## config.mk

```make
export PLATFORM = sky130hd
export DESIGN_NAME = smt_ram
export DESIGN_NICKNAME = d
export VERILOG_FILES = /design/src/sparse_matrix_transposer_macros.svh /design/src/smt_ram.sv
export SDC_FILE = /design/constraint.sdc
export NUM_CORES = 1
export LEC_CHECK = 0
export ABC_AREA = 1
export BUFFER_PORTS_ARGS = -buffer_cell sky130_fd_sc_hd__buf_2
export CAP_MARGIN = 40
export CORE_ASPECT_RATIO = 0.75
export CORE_MARGIN = 2
export CORE_UTILIZATION = 60
export CTS_CLUSTER_SIZE = 28
export DETAILED_ROUTE_END_ITERATION = 6
export PLACE_DENSITY = 0.85
export SETUP_SLACK_MARGIN = 0.15
export SKIP_LAST_GASP = 1
export SLEW_MARGIN = 25
export SYNTH_ARGS = -nofsm -noshare
export SYNTH_HDL_FRONTEND = slang
export SYNTH_SLANG_ARGS = --single-unit
```

## constraint.sdc

```tcl
create_clock -name clk -period 1.35 [get_ports clk]
set_input_delay 0.27 -clock clk [delete_from_list [all_inputs] [get_ports clk]]
set_output_delay 0.27 -clock clk [all_outputs]
set_load 0.02 [all_outputs]
```

## src/sparse_matrix_transposer_macros.svh

```systemverilog
// Assertion macros for the sparse matrix transposer.
`ifndef SPARSE_MATRIX_TRANSPOSER_MACROS_SVH
`define SPARSE_MATRIX_TRANSPOSER_MACROS_SVH
`ifndef NO_ASSERTIONS
`define SMT_ASSERT(label, prop, msg) \
	label: assert property (@(posedge clk) disable iff (!arst_n) prop) else $error(msg);
`define SMT_ASSERT_NEXT(label, cond, prop, msg) \
	label: assert property (@(posedge clk) disable iff (!arst_n) cond |=> prop) else $error(msg);
`else
`define SMT_ASSERT(label, prop, msg)
`define SMT_ASSERT_NEXT(label, cond, prop, msg)
`endif
`endif

```

## src/smt_ram.sv

```systemverilog
`timescale 1ns / 1ps
module smt_ram #(
	parameter int Width = 8,
	parameter int Depth = 16
) (
	input  logic                     clk,
	input  logic                     we,
	input  logic [$clog2(Depth)-1:0] waddr,
	input  logic [Width-1:0]         wdata,
	input  logic [$clog2(Depth)-1:0] raddr,
	output logic [Width-1:0]         rdata
);
	logic [Width-1:0] mem_q [Depth];

	always_ff @(posedge clk) begin
		if (we) mem_q[waddr] <= wdata;
		rdata <= mem_q[raddr];
	end
endmodule

```

# After elaboration in Yosys (flattened, before gate mapping)
# Memories as Yosys holds them, arrays and structs flattened. A register that Yosys moved wholly into a read port is not among the register bits.
# Index checks and enable logic that the tools add are counted.
# op_classes
n_bitwise	0
order_cmp	0
add_sub_neg	0
div_mod_pow	0
n_shift	0
n_mul	0
reduce_logical	0
n_mux	2
eq_ne	0
# op_table
cell	count
$mux W1	2
# totals
wordCells	3
memories	1
ram_bits	128
romBits	0
register_bits	0
latchBits	0
# mem_list
name	depth	width	read_ports	rd_ports_with_merged_regs	write_ports	line	text
mem_q	16	8	1	1	1	smt_ram.sv:13	logic [Width-1:0] mem_q [Depth];

# Depth between registers and ports, before layout
# depth
ltp_word	2
depth_mapped	8
depth_no_buf	7

# Worst setup path after synthesis
# No wires, ideal clock.
# synth_path
path_type	input-to-reg
startpoint	in waddr[2]
endpoint	mem mem_q[10][0] (enable)
slack_ns	0.129
stages	2
t_arrival_ns	0.851
cell_sequence	nand3b_1 > nor2_1
# synth_rtl
element	line	text
start: declaration	smt_ram.sv:8	input logic [$clog2(Depth)-1:0] waddr,
end: declaration	smt_ram.sv:13	
# No word-level cell before the write port.

# Worst setup path in the final report
# layout_path
startpoint	reg rdata[2] (read register of mem_q)
endpoint	out rdata[2]
# layout_rtl
element	line	text
start: declaration	smt_ram.sv:11	output logic [Width-1:0] rdata
# No word-level cell between the ends.

==> flow_metrics.py <==
metrics = {
    "global_routing": {
        "grtUsageMet3_pct": 8.339,
        "grt_use_met2_pct": 46.13,
        "grtUsageTotal_pct": 27.42,
        "grt_overflow": 0,
        "grt-busiest-layer": "met2",
        "grt_max_degree": 65,
        "grtUsageMet1_pct": 34.35,
        "grt_pass1_vias": 3896,
        "grt_pass1_wl_microns": 20040,
        "antenna_found_initial": 0,
    },
    "logic_synthesis": {
        "ys.flop_type": "edfxtp_1",
        "ys_ff_latch": 136,
        "synth_top_cell_area_share_pct": 66.65,
        "ys_types": 12,
        "syn_inst": 551,
        "muxShareOfSynthArea_pct": 0,
        "synthSimpleGateAreaFrac_pct": 21.05,
        "synth_top_family_by_area": "simple AND/OR/NAND/NOR gates",
        "synth_edf_count": 128,
        "synth_fp_nets": 569,
        "synth_fa_ha_area_share_pct": 0,
        "synth_common_cells": "nand2_1, edfxtp_1, inv_1, nand3_1, nor2_1",
        "synth_xor_xnor_area_share_pct": 0,
        "synth-compound-area-share_pct": 0,
        "yosys-top-cells-area": "edfxtp_1, nand2_1, nand3_1",
        "async_flop_share_pct": 0,
        "synthesis.area_per_instance_sq_um": 10.47,
        "ys_warn_count": 0,
        "yosys.area.top_type": "edfxtp_1",
        "synth_most_common_cell": "nand2_1",
        "ys_seq_area_share_pct": 69.43,
        "syn_area_sq_mm": 0.005767,
    },
    "placed_design": {
        "pre_cts_ws_ns": -0.0003841,
        "hpwl_microns": 7971,
        "dp.cells": 704,
        "port_buffers": 25,
        "place.gp.congestion": 0.8607,
    },
    "timing": {
        "maxSlewViolCount": 0,
        "max_freq_mhz": 858.2,
        "rsz0062_at_grt": "false",
        "relSlewSlack_pct": 75.41,
        "fin_ws_ns": 0.1848,
        "finClkSkew_ns": 0.006519,
        "hold_violations": 0,
        "worstMarginPinSlew_ns": 0.3688,
        "setup_violations": 0,
        "worst_hold_slack_ns": 0.1995,
        "period_needed_ns": 1.165,
        "fin_tns_setup_ns": 0,
        "fin_crit_sh_pct": 86.31,
    },
    "floorplanning": {
        "die_area_sq_mm": 0.01042,
        "core_sq_mm": 0.009196,
        "die_h_microns": 88.90,
        "start_util_pct": 62.71,
        "num_rows": 30,
        "die-width_microns": 117.2,
        "io_pins": 26,
    },
    "power": {
        "p_per_area_mw_per_mm2": 1563,
        "peakVddDrop_v": 0.001346,
        "p_leak_nw": 2.988,
    },
    "run": {
        "maxCapViolCount": 0,
    },
    "cells_and_area": {
        "fin_nets": 613,
        "finalNonFillerCells": 735,
        "layout-drive-gt1-share_pct": 13.51,
        "insertedDiodeCount": 0,
        "syn2layout_area_growth_pct": 18.33,
    },
    "worst_setup_path": {
        "cp_top_family": "flip-flops",
        "cpPeakStageDelay_ns": 0.34,
        "critPathCaptureType": "output pin",
        "critPathArrivalTime_ns": 0.90,
        "required_ns": 1.08,
        "path_cells": "buf_4",
        "setup.worst_path.start_class": "flop",
        "path_buf_inv": 1,
        "critical_path_class": "flop to output pin",
        "path_max_fanout": 1,
        "crit_path_top_delay_cell": "dfxtp_1",
    },
    "routing": {
        "detail-route-antenna-nets": 0,
        "vias": 3996,
        "routedWlPerCell_microns": 17.83,
        "drc": 0,
        "routed_wl_microns": 13110,
        "via_per_inst": 5.437,
        "firstDrtPassIters": 5,
        "drt_iter0_markers": 291,
    },
    "cts": {
        "cts_inserted_buffers": 17,
        "root_buffer": "clkbuf_16",
        "h-tree-depth": 4,
        "ctsHoldBuffers": 0,
        "clock-sinks": 136,
        "cts_tree": "yes",
        "insertion_delay_ns": 0.42,
        "clk_pin_slew_ns": 0.06,
        "cts.path.max_buffers": 2,
    },
    "worst_hold_path": {
        "hp-class": "input port to flop",
    },
    "status": {
        "status": "finished, final reports clean",
    },
}
cell usage in the layout (no fill, tap or decap), drive strengths merged:
cell / n
buf: 49
nand2: 173
clkinv: 4
clkbuf: 17
nand3b: 2
clkinvlp: 3
edfxtp: 128
nor2: 17
bufinv: 7
nand3: 97
inv: 102
dfxtp: 8
area by class of cell:
| cell class | count | area (sq um) |
|---|---|---|
| Sequential cell | 136 | 4006 |
| Fill cell | 620 | 2372 |
| Multi-Input combinational cell | 289 | 1214 |
| Clock buffer | 17 | 425.4 |
| Inverter | 102 | 382.9 |
| Timing Repair Buffer | 49 | 381.6 |
| Clock inverter | 14 | 254.0 |
| Tap cell | 128 | 160.2 |
where the power goes:
group | leakage (nW) | switching, mW | internal (mW)
registers | 1.22 | 0.0304 | 4.72
logic | 1.44 | 0.443 | 0.199
clock network | 0.320 | 1.65 | 3.62
total | 2.99 | 2.12 | 8.54
cell families after synthesis:
group,after synthesis
buffers and inverters,126
flip-flops,136
AND/OR/NAND/NOR,289
flip-flops by register name, indices dropped and copies added (netlist names):
signal	count
rdata	8
mem_q	128
path summary, 6_finish.rpt:
kind	cells after the start	start	slack, ns	to
worst max-delay path	1	rdata[2]	0.18	rdata[2]
worst min-delay path	3	raddr[3]	0.20	rdata[1]
worst max register to register	6	mem_q[5][6]	0.28	rdata[6]
worst min register to register	6	mem_q[11][3]	0.68	rdata[3]
routing by layer:
layer | wire length (microns) | part of all wire (%)
met4 | 245 | 1.9
met3 | 1210 | 9.2
met5 | 0 | 0
met1 | 5106 | 39
met2 | 6543 | 50
worst register-to-register path, cell delays in order (launching register included):
cell      delay (ns)
edfxtp_1        0.36
inv_1           0.06
nand2_1         0.04
nand3_1         0.13
nand3_1         0.09
nand3_1         0.19
nand2_1         0.09
metrics by stage:
stage	total power [mW]	area (sq um)	utilization (%)
finish	10.66	6824	74.20
global route	10.96	6824	74.20
CTS	10.70	6817	74.12
detailed placement	5.457	6128	66.64
global placement	5.430	6128	66.64
floorplan	5.198	5767	-
timing repair:
action / in CTS / in global routing
endpoints found under the hold margin: 0 / 0
resized for setup: 4 / 3
endpoints found under the setup margin: 3 / 2
buffers inserted: 0 / 0
No activity file was read; power rests on OpenSTA's default activity.
